--- config.mk ---
export PLATFORM = sky130hd
export DESIGN_NAME = stepper_half_step_sequencer_flat
export DESIGN_NICKNAME = d
export VERILOG_FILES = /design/src/hw/rtl/shs_pkg.sv /design/src/hw/rtl/shs_stream_if.sv /design/src/hw/rtl/stepper_half_step_sequencer.sv /design/src/flat_wrapper.sv
export SDC_FILE = /design/constraint.sdc
export NUM_CORES = 1
export LEC_CHECK = 0
export ABC_AREA = 1
export ABC_CLOCK_PERIOD_IN_PS = 2650
export BUFFER_PORTS_ARGS = -buffer_cell sky130_fd_sc_hd__buf_2
export CELL_PAD_IN_SITES_DETAIL_PLACEMENT = 1
export CELL_PAD_IN_SITES_GLOBAL_PLACEMENT = 1
export CORE_AREA = 2 2 39 41
export CTS_CLUSTER_DIAMETER = 30
export DETAILED_ROUTE_END_ITERATION = 16
export DIE_AREA = 0 0 41 43
export GPL_ROUTABILITY_DRIVEN = 0
export PLACE_DENSITY_LB_ADDON = 0.1
export SETUP_SLACK_MARGIN = 0.05
export SLEW_MARGIN = 40
export SYNTH_ARGS = -nofsm -noshare
export SYNTH_HDL_FRONTEND = slang
export SYNTH_SLANG_ARGS = --single-unit
--- constraint.sdc ---
create_clock -name clk_i -period 2.65 [get_ports clk_i]
set_input_delay 0 -clock clk_i [delete_from_list [all_inputs] [get_ports clk_i]]
set_output_delay 0 -clock clk_i [all_outputs]
set_load 0.01 [all_outputs]
--- src/hw/rtl/shs_pkg.sv ---
package shs_pkg;

  localparam int unsigned OpW   = 8;
  localparam int unsigned StepW = 4;
  localparam int unsigned ByteW = 8;

  localparam logic [StepW-1:0] IDLE_STEP   = 4'd8;
  localparam logic [ByteW-1:0] ROTOR_LIMIT = 8'd60;

  // Command codes
  localparam logic [OpW-1:0] OP_FWD1 = 8'd0;
  localparam logic [OpW-1:0] OP_BACK1 = 8'd1;
  localparam logic [OpW-1:0] OP_FWD2 = 8'd2;
  localparam logic [OpW-1:0] OP_BACK2 = 8'd3;
  localparam logic [OpW-1:0] OP_HOLD = 8'd4;
  localparam logic [OpW-1:0] OP_STOP = 8'd6;

  typedef struct packed {
    logic [OpW-1:0]   op;
    logic [ByteW-1:0] rotor_cnt;
    logic [ByteW-1:0] gate_a;
    logic [ByteW-1:0] gate_b;
  } cmd_t;

  typedef struct packed {
    logic [StepW-1:0] step_out;
    logic [3:0]       phase_drive;
    logic             wave_valid;
    logic [ByteW-1:0] wave_value;
  } res_t;

  // Half-step drive pattern; idle and anything beyond it drive no phase.
  function automatic logic [3:0] phase_of(input logic [StepW-1:0] step);
    logic [3:0] pat;
    case (step)
      4'd0:    pat = 4'h9;
      4'd1:    pat = 4'h1;
      4'd2:    pat = 4'h3;
      4'd3:    pat = 4'h2;
      4'd4:    pat = 4'h6;
      4'd5:    pat = 4'h4;
      4'd6:    pat = 4'hC;
      4'd7:    pat = 4'h8;
      default: pat = 4'h0;
    endcase
    return pat;
  endfunction

endpackage

--- src/hw/rtl/shs_stream_if.sv ---
interface shs_stream_if #(
  parameter type T = logic
);
  logic valid;
  logic ready;
  T     data;

  modport source (output valid, output data, input ready);
  modport sink   (input valid, input data, output ready);
endinterface

--- src/hw/rtl/stepper_half_step_sequencer.sv ---
// Channel  | Dir | Word                                         | Handshake
// cmd_i    | in  | op, rotor_cnt, gate_a, gate_b                | valid/ready
// res_o    | out | step_out, phase_drive, wave_valid, wave_value | valid/ready
//
// A command is first held in the input register, then its result is loaded
// into the output register, which drives res_o. One command per cycle
// sustained while res_o is taken; the step/sync/mode state updates as the
// command moves into the output register, so the next one sees it directly.
// rst_ni clears both stages and returns the index to idle (8).
// A stalled output backs up into the input register; ready drops only when
// both stages are full and res_o is not taken.
module stepper_half_step_sequencer (
  input  logic         clk_i,
  input  logic         rst_ni,
  shs_stream_if.sink   cmd_i,
  shs_stream_if.source res_o
);
  import shs_pkg::*;

  logic in_vld_q;
  cmd_t in_q;
  logic out_vld_q;
  res_t out_q;

  logic [StepW-1:0] step_q, step_d;
  logic [StepW-1:0] sync_q, sync_d;
  logic [OpW-1:0]   mode_q;

  logic out_adv, in_adv, in_take;
  res_t res_d;

  assign out_adv     = !out_vld_q || res_o.ready;
  assign in_adv      = in_vld_q && out_adv;
  assign cmd_i.ready = !in_vld_q || out_adv;
  assign in_take     = cmd_i.valid && cmd_i.ready;

  assign res_o.valid = out_vld_q;
  assign res_o.data  = out_q;

  always_comb begin
    logic [StepW-1:0] s;
    logic [2:0]       s3, sy3;
    logic             held, odd, wv;
    logic [ByteW-1:0] rp, wval;
    s      = step_q;
    s3     = step_q[2:0];
    sy3    = sync_q[2:0];
    held   = (mode_q == OP_HOLD);
    odd    = step_q[0];
    rp     = in_q.rotor_cnt;
    wv     = 1'b0;
    wval   = '0;
    sync_d = sync_q;
    case (in_q.op)
      OP_FWD1: begin
        s = {1'b0, s3 + 3'd1};
        if (!s[0] && rp < ROTOR_LIMIT) begin
          wv   = 1'b1;
          wval = rp + 8'd1;
        end
      end
      OP_BACK1: begin
        if (step_q == IDLE_STEP) begin
          s = {1'b0, sy3 - 3'd1};
        end else begin
          s = {1'b0, s3 - 3'd1};
          if (rp == 8'd1 && !held && (in_q.gate_a == 8'd1 || in_q.gate_b == 8'd1)) begin
            wv   = 1'b1;
            wval = '0;
          end
        end
        // even landing overrides the zero word
        if (!s[0] && !held && rp != '0) begin
          wv   = 1'b1;
          wval = rp - 8'd1;
        end
      end
      OP_FWD2: begin
        if (held || odd) begin
          s = (step_q == IDLE_STEP) ? {1'b0, sy3 + 3'd1} : {1'b0, s3 + 3'd1};
        end else begin
          s = {1'b0, s3 + 3'd2};
        end
        if (rp < ROTOR_LIMIT) begin
          wv   = 1'b1;
          wval = rp + 8'd1;
        end
      end
      OP_BACK2: begin
        if (held || odd) begin
          if (step_q == IDLE_STEP) begin
            s = {1'b0, sy3 - 3'd1};
          end else begin
            s = {1'b0, s3 - 3'd1};
            if (rp == 8'd1 && !held) begin
              wv   = 1'b1;
              wval = '0;
            end
          end
        end else begin
          s = {1'b0, s3 - 3'd2};
          if (rp != '0) begin
            wv   = 1'b1;
            wval = rp - 8'd1;
          end
        end
      end
      OP_HOLD: begin
        if (step_q == IDLE_STEP) begin
          s = sync_q;
        end else if (!odd) begin
          s      = {1'b0, s3 + 3'd1};
          sync_d = s;
        end else begin
          s = IDLE_STEP;
        end
      end
      OP_STOP: s = IDLE_STEP;
      default: s = step_q;
    endcase
    step_d            = s;
    res_d.step_out    = s;
    res_d.phase_drive = phase_of(s);
    res_d.wave_valid  = wv;
    res_d.wave_value  = wval;
  end

  always_ff @(posedge clk_i or negedge rst_ni) begin
    if (!rst_ni) begin
      in_vld_q  <= 1'b0;
      out_vld_q <= 1'b0;
      step_q    <= IDLE_STEP;
      sync_q    <= '0;
      mode_q    <= '0;
    end else begin
      if (cmd_i.ready) begin
        in_vld_q <= cmd_i.valid;
      end
      if (out_adv) begin
        out_vld_q <= in_vld_q;
      end
      // advance state as the word moves to the output register
      if (in_adv) begin
        step_q <= step_d;
        sync_q <= sync_d;
        mode_q <= in_q.op;
      end
    end
  end

  always_ff @(posedge clk_i) begin
    if (in_take) begin
      in_q <= cmd_i.data;
    end
    if (in_adv) begin
      out_q <= res_d;
    end
  end

  a_step_range: assert property (@(posedge clk_i) disable iff (!rst_ni)
    out_vld_q |-> out_q.step_out <= IDLE_STEP)
    else $error("step index out of range");

  a_wave_zero: assert property (@(posedge clk_i) disable iff (!rst_ni)
    (out_vld_q && !out_q.wave_valid) |-> out_q.wave_value == '0)
    else $error("wave byte set without wave_valid");

  a_phase_match: assert property (@(posedge clk_i) disable iff (!rst_ni)
    out_vld_q |-> out_q.phase_drive == phase_of(out_q.step_out))
    else $error("phase nibble does not match index");

  a_stall_full: assert property (@(posedge clk_i) disable iff (!rst_ni)
    !cmd_i.ready |-> (in_vld_q && out_vld_q))
    else $error("input stalled with a free stage");

  a_stop_idle: assert property (@(posedge clk_i) disable iff (!rst_ni)
    (in_adv && in_q.op == OP_STOP) |=> (step_q == IDLE_STEP && out_q.step_out == IDLE_STEP))
    else $error("stop did not park the index");

endmodule
--- src/flat_wrapper.sv ---
// flat-port wrapper written by rule: the top's interface ports become plain ports
module stepper_half_step_sequencer_flat import shs_pkg::*;
  (clk_i, rst_ni, cmd_i_valid, cmd_i_data, cmd_i_ready, res_o_valid, res_o_data, res_o_ready);
  shs_stream_if cmd_i_i ();
  shs_stream_if res_o_i ();
  input  logic clk_i;
  input  logic rst_ni;
  input wire logic [$bits(cmd_i_i.valid)-1:0] cmd_i_valid;
  input wire logic [$bits(cmd_i_i.data)-1:0] cmd_i_data;
  output wire logic [$bits(cmd_i_i.ready)-1:0] cmd_i_ready;
  output wire logic [$bits(res_o_i.valid)-1:0] res_o_valid;
  output wire logic [$bits(res_o_i.data)-1:0] res_o_data;
  input wire logic [$bits(res_o_i.ready)-1:0] res_o_ready;
  assign cmd_i_i.valid = cmd_i_valid;
  assign cmd_i_i.data = cmd_i_data;
  assign cmd_i_ready = cmd_i_i.ready;
  assign res_o_valid = res_o_i.valid;
  assign res_o_data = res_o_i.data;
  assign res_o_i.ready = res_o_ready;
  stepper_half_step_sequencer u_core (.clk_i(clk_i), .rst_ni(rst_ni), .cmd_i(cmd_i_i), .res_o(res_o_i));
endmodule
==> results of run 1 <==
-- repair_timing --
item,in CTS,in global routing
hold endpoints to repair,4,0
hold buffers,2,0
setup buffers,0,0
endpoints found under the setup margin,0,0
-- flip-flops by register name (all words and copies together), names as in the netlist --
| signal | cells |
|---|---|
| u_core.res_o.data | 1 |
| u_core.in_vld_q | 1 |
| u_core.res_o.valid | 1 |
| u_core.step_q | 1 |
-- kinds of logic (layout without fill, tap and decap cells) --
| logic type | after synthesis | after routing | synth area share |
|---|---|---|---|
| buffers and inverters | 4 | 16 | 0.09521 |
| DFF | 4 | 4 | 0.6667 |
| and+or+nand+nor | 8 | 8 | 0.2381 |
-- final timing paths --
check | from | end | slack, ps | cells after the start
setup / recovery | u_core.in_vld_q$_DFFE_PN0P_ | cmd_i_ready | 1750 | 2
hold / removal | res_o_ready | u_core.res_o.valid$_DFFE_PN0P_ | 40 | 4
setup reg to reg | u_core.res_o.valid$_DFFE_PN0P_ | u_core.res_o.data$_DFFE_PP_ | 1770 | 3
hold reg to reg | u_core.step_q[0]$_DFFE_PN0P_ | u_core.res_o.data$_DFFE_PP_ | 470 | 0
max in group asynchronous | rst_ni | u_core.in_vld_q$_DFFE_PN0P_ | 2460 | 2
min in group asynchronous | rst_ni | u_core.step_q[0]$_DFFE_PN0P_ | 80 | 2
-- stage by stage --
step / cells / area [sq um] / hold slack (ps)
floorplan: 16 / 157.7 / -295.6
global placement: 38 / 207.7 / -197.7
detailed placement: 38 / 207.7 / -196.6
CTS: 44 / 254.0 / 42.02
global route: 44 / 254.0 / 70.25
finish: 44 / 254.0 / 41.74
-- worst max-delay path, cell delays in order, from the launching register on --
cell     delay [ps]
dfrtp_1         400
nand3_1         120
buf_2           140
-- cells in the mapped netlist --
| cell | count |
|---|---|
| nand3_1 | 2 |
| inv_2 | 1 |
| edfxtp_1 | 1 |
| inv_1 | 3 |
| nand2_1 | 4 |
| dfrtp_1 | 3 |
| nand2_2 | 2 |
-- where the power goes --
part           total [W]  leakage (nW)  internal, W  switching [W]
sequential     0.0000845        0.0442    0.0000775     0.00000695
combinational  0.0000312        0.0741    0.0000143      0.0000169
clock          0.0000890        0.0150    0.0000570      0.0000321
-- area by class of cell --
type,instances,area share
clock buffers,4,0.1034
inverters,4,0.05911
multi-input cells,8,0.1478
flip-flops and latches,4,0.4138
well taps,16,0.07882
repair buffers,8,0.1970
-- layer usage --
metal | up-vias | share of wire
met5 | - | 0
li1 | 71 | -
met4 | 0 | 0.059
met1 | 62 | 0.44
met2 | 6 | 0.42
met3 | 2 | 0.079
==> summary.txt, run 1 <==
Synth
  • Area leader, netlist: dfrtp_1
  • Synthesized net count: 21
  • YS warnings: 0
  • Register area share after synthesis: 0.6667
  • Syn Inst Count: 16
  • Mean Syn Cell Area: 9.853 sq um
  • Count of cell types in the netlist: 7
  • Synth top area cells: dfrtp_1 48%, edfxtp_1 19%, nand2_1 9.5%
  • Register bit total from synthesis: 4
  • Cell Area, Synth: 157.7 sq um
  • Top cell type's share of synthesized area: 0.4762

STA
  • Worst slew margin: 0.9190
  • Final setup fails: 0
  • Setup Skew: 6.067 ps
  • RSZ-0062 raised after global routing: no
  • Tcrit/Tclk final: 0.3386
  • Setup TNS: 0 ps
  • Final WS setup: 1753 ps
  • Worst Tran Pin Value: 121.6 ps
  • Final Slew Violations: 0
  • Min Clock Period, post-route: 897.4 ps
  • Final Hold Viols: 0
  • Max Freq: 1114 MHz

Clock network
  • Clk sinks: 4
  • CTS buffer count: 3
  • CTS tree: yes
  • Root Buffer: clkbuf_4
  • Clock Path Buffers: 2
  • Clock Latency Late Sink: 250 ps
  • Clk slew on worst S/H paths: 40 ps
  • # H-tree levels: 1
  • PostCTS Resize Cnt: 0

GRT
  • Met2 Use GR: 0.05938
  • Largest net degree at the start of global routing: 4
  • Initial antenna violation count: 0
  • First-pass GRT wire length: 517 um
  • Gr busiest metal: met4
  • Met1 Track Usage GR: 0.04886
  • Tot GR Track Use: 0.05242
  • Met3 Track Usage GR: 0.04712
  • Gr ovfl total: 0
  • Vias in the first global route: 127

Critical path
  • Critical path data required time: 2650 ps
  • CP Launch Type: flop
  • Arrival @ worst endpoint: 900 ps
  • CP Class: flop to output pin
  • Max FO, Critical Path: 3
  • CP Capture Type: output pin

Floorplan
  • Initial Util: 0.1139
  • Num rows: 14
  • Chip width: 41 um
  • Top Ports: 8
  • Placeable Area: 0.001384 sq mm
  • Total die area: 0.001763 sq mm
  • Die H: 43 um

Layout
  • # diodes: 0
  • Area Growth Syn to Fin: 61.11%
  • Util after Layout: 0.1835
  • Multi-input logic area: 37.54 sq um
  • Share of layout cells above drive strength 1: 0.4286
  • Register area: 105.1 sq um
  • Filler Cells Inserted: 173
  • Most common cell after layout, fill and taps aside: buf_2
  • Nets: 34
  • Commonest non-fill, non-tap cells in the layout: 6 x buf_2, 4 x nand2_1, 3 x inv_1, 3 x clkbuf_4, 3 x dfrtp_1

Detailed routing
  • Post-route DRC: 0
  • WL final: 341 um
  • Antenna Violating Nets Remaining: 0
  • Drt via density: 3.205
  • Initial detailed-routing violation count: 0
  • Total number of vias: 141
  • Routed len/inst: 7.750 um
  • First-pass detailed-route iteration total: 1

Place
  • IO buf count: 6
  • Placement Setup Slack: 1762 ps
  • Hpwl dp: 250.3 um

Power and ir drop
  • Pwr Total: 0.0002047 W
  • PD cells: 806.0 mW/mm^2
  • Leak Pwr: 0.1333 nW
  • Peak VDD IR: 0.0002063 V

Status
  • Status: finished clean

Min path
  • Hold Crit Class: input pin to flop

Run
  • Max-Cap Viols: 0
No activity file was read; power rests on OpenSTA's default activity.
==> run 2, diff against run 1 <==
ABC_CLOCK_PERIOD_IN_PS = 950   (was 2650)
clock period = 0.95 ns   (was 2.65 ns; I/O delays follow)
==> run 2 against run 1 <==
Global-route usage up 1.3 points. Clock skew up 2.6 ps. First-iteration DRC count up 4. Clock power rose to 2.7 times the previous value. Die area unchanged. Sequential cell count unchanged. Cell area up 14%. Final cell count up 9.1%. Register-to-register slack worse by 1700 ps. Critical path depth up 1. Count of clock-buffer cells in the layout unchanged. Via count up 12%.
==> summary.txt, run 2 (synthesis gave the netlist of run 1 again) <==
Status
  • Status: finished clean (unchanged)

Critical path
  • Cell chain of the critical path: nand2_2 -> nand2_2 -> inv_2 (was nand3_1 -> buf_2)
  • Critical path depth in cells: 3 (was 2)
  • Buf/Inv on CP: 1 (unchanged)
  • RR Startpoint: u_core.res_o.valid$_DFFE_PN0P_ (unchanged)
  • Arrival @ worst endpoint: 860 ps (was 900 ps)
  • Reg2Reg Depth: 3 (unchanged)
  • CP Class: flop to flop (was flop to output pin)
  • Top delay family on crit path: flip-flops (unchanged)
  • Crit path from: u_core.res_o.valid$_DFFE_PN0P_ (was u_core.in_vld_q$_DFFE_PN0P_)
  • CP Launch Type: flop (unchanged)
  • Max FO, Critical Path: 3 (unchanged)
  • Internal reg-to-reg setup slack: 60 ps (was 1770 ps)
  • Critical path's largest stage delay: 400 ps (about the same)
  • Slowest cell on crit path: dfrtp_1 (unchanged)
  • CP Capture Point: u_core.res_o.data$_DFFE_PP_ (was cmd_i_ready)
  • Crit path top cell by count: nand2_2
  • R2r endpoint: u_core.res_o.data$_DFFE_PP_ (unchanged)
  • CP Capture Type: flop (was output pin)
  • Critical path data required time: 920 ps (was 2650 ps)

Detailed routing
  • WL met3: 19 um (was 27 um)
  • WL final: 428 um (was 341 um)
  • Routed len/inst: 8.917 um (was 7.750 um)
  • Initial detailed-routing violation count: 4 (was 0)
  • Total number of vias: 158 (was 141)
  • Post-route DRC: 0 (unchanged)
  • Met2 routed WL: 245 um (was 144 um)
  • Antenna Violating Nets Remaining: 0 (unchanged)
  • Met1 WL: 157 um (was 149 um)
  • Drt via density: 3.292 (was 3.205)
  • Highest metal used: met4 (unchanged)
  • First-pass detailed-route iteration total: 2 (was 1)

STA
  • Final Hold Viols: 0 (unchanged)
  • Tcrit/Tclk final: 0.9408
  • Final Slew Violations: 0 (unchanged)
  • Max Freq: 1119 MHz
  • Final setup fails: 0 (unchanged)
  • RSZ-0062 raised after global routing: yes (was no)
  • Setup TNS: 0 ps (unchanged)
  • Min Clock Period, post-route: 893.8 ps
  • Setup Skew: 8.627 ps (was 6.067 ps)
  • Worst slew margin: 0.9102 (was 0.9190)
  • Worst Tran Pin Value: 134.7 ps (was 121.6 ps)

Layout
  • Commonest non-fill, non-tap cells in the layout: 6 x buf_2, 4 x nand2_1, 4 x buf_4 (was 6 x buf_2, 4 x nand2_1, 3 x inv_1, 3 x clkbuf_4, 3 x dfrtp_1)
  • # diodes: 0 (unchanged)
  • Util after Layout: 0.2089 (was 0.1835)
  • Nets: 38 (was 34)
  • Register area: 105.1 sq um (unchanged)
  • Most common cell after layout, fill and taps aside: buf_2 (unchanged)
  • Post-Layout Cell Count: 48 (was 44)
  • Area Growth Syn to Fin: 83.33% (was 61.11%)
  • Multi-input logic area: 42.54 sq um (was 37.54 sq um)
  • Filler Cells Inserted: 169 (was 173)
  • Share of layout cells above drive strength 1: 0.5625 (was 0.4286)
  • Final Instance Area: 289.0 sq um (was 254.0 sq um)

Clock network
  • Clock Latency Late Sink: 240 ps (was 250 ps)
  • CTS tree: yes (unchanged)
  • Clk sinks: 4 (unchanged)
  • Clk slew on worst S/H paths: 50 ps (was 40 ps)
  • CTS buffer count: 3 (unchanged)
  • Clock Path Buffers: 2 (unchanged)
  • Root Buffer: clkbuf_4 (unchanged)
  • # H-tree levels: 1 (unchanged)

Floorplan
  • Die H: 43 um (unchanged)
  • Num rows: 14 (unchanged)
  • Placeable Area: 0.001384 sq mm (unchanged)
  • Total die area: 0.001763 sq mm (unchanged)
  • Chip width: 41 um (unchanged)
  • Initial Util: 0.1139 (unchanged)
  • Top Ports: 8 (unchanged)

Place
  • IO buf count: 6 (unchanged)
  • Placed Cells: 38 (unchanged)
  • Placement-stage cell area: 207.7 sq um (unchanged)

GRT
  • First-pass GRT wire length: 648 um (was 517 um)
  • Gr ovfl total: 0 (unchanged)
  • Initial antenna violation count: 0 (unchanged)
  • Tot GR Track Use: 0.06546 (was 0.05242)
  • Vias in the first global route: 156 (was 127)
  • Largest net degree at the start of global routing: 4 (unchanged)

Power and ir drop
  • Leak Pwr: 0.1514 nW (was 0.1333 nW)
  • Pwr Total: 0.0005986 W (was 0.0002047 W)
  • PD cells: 2071 mW/mm^2 (was 806.0 mW/mm^2)
  • Peak VDD IR: 0.0005389 V (was 0.0002063 V)

Run
  • Max-Cap Viols: 0 (unchanged)

Min path
  • Hold Crit Class: input pin to async pin (was input pin to flop)
run 2: cell types whose count changed in the layout (fill, tap and decap cells not counted), sizes merged:
| cell | delta |
|---|---|
| buf | +4 |
run 2: layer usage:
metal  vias up  GRT usage
li1         79          -
met1        74    0.06169
met2         3    0.07813
met3         2    0.04712
met4         0    0.08000
met5         -          0
run 2: worst register-to-register path: stages (launching register included):
cell     delay, ps
dfrtp_1        400
nand2_2        110
nand2_2         70
inv_2           50
run 2: power breakdown:
part           switching, W  internal (W)
Sequential        0.0000228      0.000216
Combinational     0.0000557     0.0000606
Clock             0.0000847      0.000159
Total              0.000163      0.000435
run 2: timing repair:
action,in CTS,in global routing
hold endpoints to repair,4,0
cloned,0,0
resized for setup,1,1
setup buffers,0,4
endpoints found under the setup margin,1,2
hold buffers,2,0
pin swaps,0,2
run 2: worst min-delay path by stage:
stage	slack (ps)	startpoint	end	cells past startpoint
global placement	-200	rst_ni	u_core.step_q[0]$_DFFE_PN0P_	1
finish	80	rst_ni	u_core.step_q[0]$_DFFE_PN0P_	2
global route	90	rst_ni	u_core.step_q[0]$_DFFE_PN0P_	2
detailed placement	-190	rst_ni	u_core.step_q[0]$_DFFE_PN0P_	1
floorplan	-300	rst_ni	u_core.in_vld_q$_DFFE_PN0P_	0
CTS	30	res_o_ready	u_core.in_vld_q$_DFFE_PN0P_	4
run 2: cell type report:
type | count | area share
sequential | 4 | 0.3636
multi-input combinational | 8 | 0.1472
tap | 16 | 0.06926
clock buffer | 4 | 0.09091
inverter | 4 | 0.05195
timing repair buffer | 12 | 0.2771
run 2: stage by stage:
stage          setup slack, ps  hold slack (ps)
2_1_floorplan            57.29           -295.6
3_3_place_gp             68.06           -197.1
3_5_place_dp             71.51           -195.0
4_1_cts                  61.07            27.82
5_1_grt                  35.74            89.93
6_report                 56.22            83.96
==> run 3, diff against run 2 <==
ABC_AREA = 0   (was 1)
==> run 3 against run 2 <==
Clock skew decreased by 3.4 ps. Fmax about the same. Non-clock buffer count decreased by 4. Synthesized cell count decreased by 38%. Critical path type unchanged. Largest cell class unchanged.
==> summary.txt, run 3 <==
GRT
  • First-pass GRT wire length: 462 um (was 648 um)
  • Initial antenna violation count: 0 (unchanged)
  • Gr ovfl total: 0 (unchanged)
  • Largest net degree at the start of global routing: 4 (unchanged)
  • Vias in the first global route: 130 (was 156)
  • Tot GR Track Use: 0.04422 (was 0.06546)

Power and ir drop
  • PD cells: 2264 mW/mm^2 (was 2071 mW/mm^2)
  • Pwr Total: 0.0005579 W (was 0.0005986 W)
  • Peak VDD IR: 0.0008172 V (was 0.0005389 V)
  • Leak Pwr: 0.1087 nW (was 0.1514 nW)

Synth
  • Cell Area, Synth: 150.1 sq um (was 157.7 sq um)
  • Number of enable flip-flop cells after synthesis: 1 (unchanged)
  • Register bit total from synthesis: 4 (unchanged)
  • Mean Syn Cell Area: 15.01 sq um (was 9.853 sq um)
  • Syn Inst Count: 10 (was 16)
  • Most used DFF post-synth: dfrtp_1 (unchanged)
  • Synth top area cells: dfrtp_1 50%, edfxtp_1 20%, nand2b_1 8.3% (was dfrtp_1 48%, edfxtp_1 19%, nand2_1 9.5%)
  • Synthesized net count: 15 (was 21)
  • Area leader, netlist: dfrtp_1 (unchanged)
  • Register area share after synthesis: 0.7000 (was 0.6667)
  • Ys async rst share: 0.7500 (unchanged)
  • Top cells by count, synth: 3 x dfrtp_1, 2 x nand2b_1 (was 4 x nand2_1, 3 x dfrtp_1, 3 x inv_1, 2 x nand2_2, 2 x nand3_1)
  • Most common cell in the netlist: dfrtp_1 (was nand2_1)
  • YS warnings: 0 (unchanged)
  • Top cell type's share of synthesized area: 0.5000 (was 0.4762)
  • Count of cell types in the netlist: 7 (unchanged)

Status
  • Status: finished clean (unchanged)

STA
  • Tcrit/Tclk final: 0.9400 (was 0.9408)
  • Min Clock Period, post-route: 893.0 ps (was 893.8 ps)
  • Setup Skew: 5.259 ps (was 8.627 ps)
  • Final setup fails: 0 (unchanged)
  • RSZ-0062 raised after global routing: yes (unchanged)
  • Final Hold Viols: 0 (unchanged)
  • Setup TNS: 0 ps (unchanged)
  • Final Slew Violations: 0 (unchanged)
  • Max Freq: 1120 MHz (was 1119 MHz)
  • Worst slew margin: 0.8978 (was 0.9102)
  • Worst Tran Pin Value: 152.8 ps (was 134.7 ps)

Layout
  • Area Growth Syn to Fin: 64.17% (was 83.33%)
  • # diodes: 0 (unchanged)
  • Util after Layout: 0.1781 (was 0.2089)
  • Register area: 105.1 sq um (unchanged)
  • Commonest non-fill, non-tap cells in the layout: 6 x buf_2, 3 x clkbuf_4, 3 x dfrtp_1 (was 6 x buf_2, 4 x nand2_1, 4 x buf_4)
  • Share of layout cells above drive strength 1: 0.4545 (was 0.5625)
  • Most common cell after layout, fill and taps aside: buf_2 (unchanged)
  • Multi-input logic area: 45.04 sq um (was 42.54 sq um)
  • Nets: 28 (was 38)
  • Filler Cells Inserted: 159 (was 169)

Floorplan
  • Placeable Area: 0.001384 sq mm (unchanged)
  • Chip width: 41 um (unchanged)
  • Num rows: 14 (unchanged)
  • Total die area: 0.001763 sq mm (unchanged)
  • Die H: 43 um (unchanged)
  • Top Ports: 8 (unchanged)
  • Initial Util: 0.1085 (was 0.1139)

Detailed routing
  • Drt via density: 3.105 (was 3.292)
  • WL final: 309 um (was 428 um)
  • Routed len/inst: 8.132 um (was 8.917 um)
  • Initial detailed-routing violation count: 0 (was 4)
  • First-pass detailed-route iteration total: 1 (was 2)
  • Post-route DRC: 0 (unchanged)
  • Met2 routed WL: 169 um (was 245 um)
  • Met1 WL: 117 um (was 157 um)
  • Highest metal used: met3 (was met4)
  • Total number of vias: 118 (was 158)
  • Antenna Violating Nets Remaining: 0 (unchanged)
  • WL met3: 21 um (was 19 um)

Critical path
  • CP Launch Type: flop (unchanged)
  • Slowest cell on crit path: dfrtp_1 (unchanged)
  • CP Capture Type: flop (unchanged)
  • CP Class: flop to flop (unchanged)
  • Critical path's largest stage delay: 380 ps (was 400 ps)
  • Arrival @ worst endpoint: 850 ps (was 860 ps)
  • Reg2Reg Depth: 2 (was 3)
  • Max FO, Critical Path: 3 (unchanged)
  • Critical path data required time: 910 ps (was 920 ps)
  • Cell chain of the critical path: nand2b_1 -> and2_4 (was nand2_2 -> nand2_2 -> inv_2)

Place
  • IO buf count: 6 (unchanged)

Clock network
  • Clk sinks: 4 (unchanged)
  • Clock Latency Late Sink: 240 ps (about the same)
  • Clock Path Buffers: 2 (unchanged)
  • CTS buffer count: 3 (unchanged)
  • # H-tree levels: 1 (unchanged)
  • Root Buffer: clkbuf_4 (unchanged)
  • CTS tree: yes (unchanged)
  • Clk slew on worst S/H paths: 40 ps (was 50 ps)

Min path
  • Hold Crit Class: input pin to flop (was input pin to async pin)
  • Hold Crit Depth: 3

Run
  • Max-Cap Viols: 0 (unchanged)
[run 3: cell count changes after synthesis, sizes merged]
cell,previous run,this run
xor2,0,1
nand2,6,0
nand2b,0,2
and2,0,1
or2b,0,1
nand3,2,0
nand3b,0,1
inv,4,0
[run 3: per-layer routing]
layer  global-route usage  vias to the layer above
li1                     -                       56
met1              0.04516                       58
met2              0.05625                        4
met3              0.01571                        0
met4              0.06000                        0
met5                    0                        -
[run 3: path summary, 6_finish.rpt]
| path | start | slack, ps | endpoint |
|---|---|---|---|
| setup / recovery | u_core.res_o.valid$_DFFE_PN0P_ | 60 | u_core.res_o.data$_DFFE_PP_ |
| hold / removal | res_o_ready | 70 | u_core.in_vld_q$_DFFE_PN0P_ |
| setup reg to reg | u_core.res_o.valid$_DFFE_PN0P_ | 60 | u_core.res_o.data$_DFFE_PP_ |
| hold reg to reg | u_core.step_q[0]$_DFFE_PN0P_ | 460 | u_core.res_o.data$_DFFE_PP_ |
| max in group asynchronous | rst_ni | 730 | u_core.res_o.valid$_DFFE_PN0P_ |
| min in group asynchronous | rst_ni | 100 | u_core.step_q[0]$_DFFE_PN0P_ |
[run 3: kinds of logic (layout without fill, tap and decap cells)]
| kind of cell | Yosys count | count (layout) | share of synthesized area |
|---|---|---|---|
| AND/OR/NAND/NOR | 5 | 5 | 0.2417 |
| XOR/XNOR | 1 | 1 | 0.05834 |
| flip-flops | 4 | 4 | 0.7000 |
| buffers and inverters | 0 | 12 | 0 |
[run 3: final cells by class]
type | count | share of cell area
sequential | 4 | 0.4264
timing repair buffer | 8 | 0.2030
multi-input combinational | 6 | 0.1827
clock buffer | 4 | 0.1066
tap | 16 | 0.08122
[run 3: critical path, delay by kind of cell, from the launching register on]
kind          cells  cell delay, ps
flops             1             380
simple gates      2             240
[run 3: power breakdown]
part | leakage [nW] | switching [W] | internal (W)
clock network | 0.0150 | 0.0000772 | 0.000158
logic | 0.0512 | 0.0000366 | 0.0000425
registers | 0.0425 | 0.0000193 | 0.000224
total | 0.109 | 0.000133 | 0.000425
[run 3: per-stage QoR]
stage / std cells / worst slack [ps] / cell area, sq um / hold slack, ps
final: 38 / 57.00 / 246.5 / 74.08
after global routing: 38 / 13.51 / 246.5 / 103.3
after CTS: 38 / 41.39 / 246.5 / 64.73
after detailed placement: 32 / 38.57 / 200.2 / -196.4
after global placement: 32 / 41.15 / 200.2 / -198.0
after floorplan: 10 / 31.82 / 150.1 / -295.6
[run 3: what timing repair did]
| item | in CTS | in global routing |
|---|---|---|
| hold buffers | 2 | 0 |
| setup endpoints to repair | 1 | 2 |
| resized for setup | 0 | 0 |
| setup buffers | 0 | 0 |
| pin swaps | 0 | 1 |
| hold endpoints to repair | 4 | 0 |
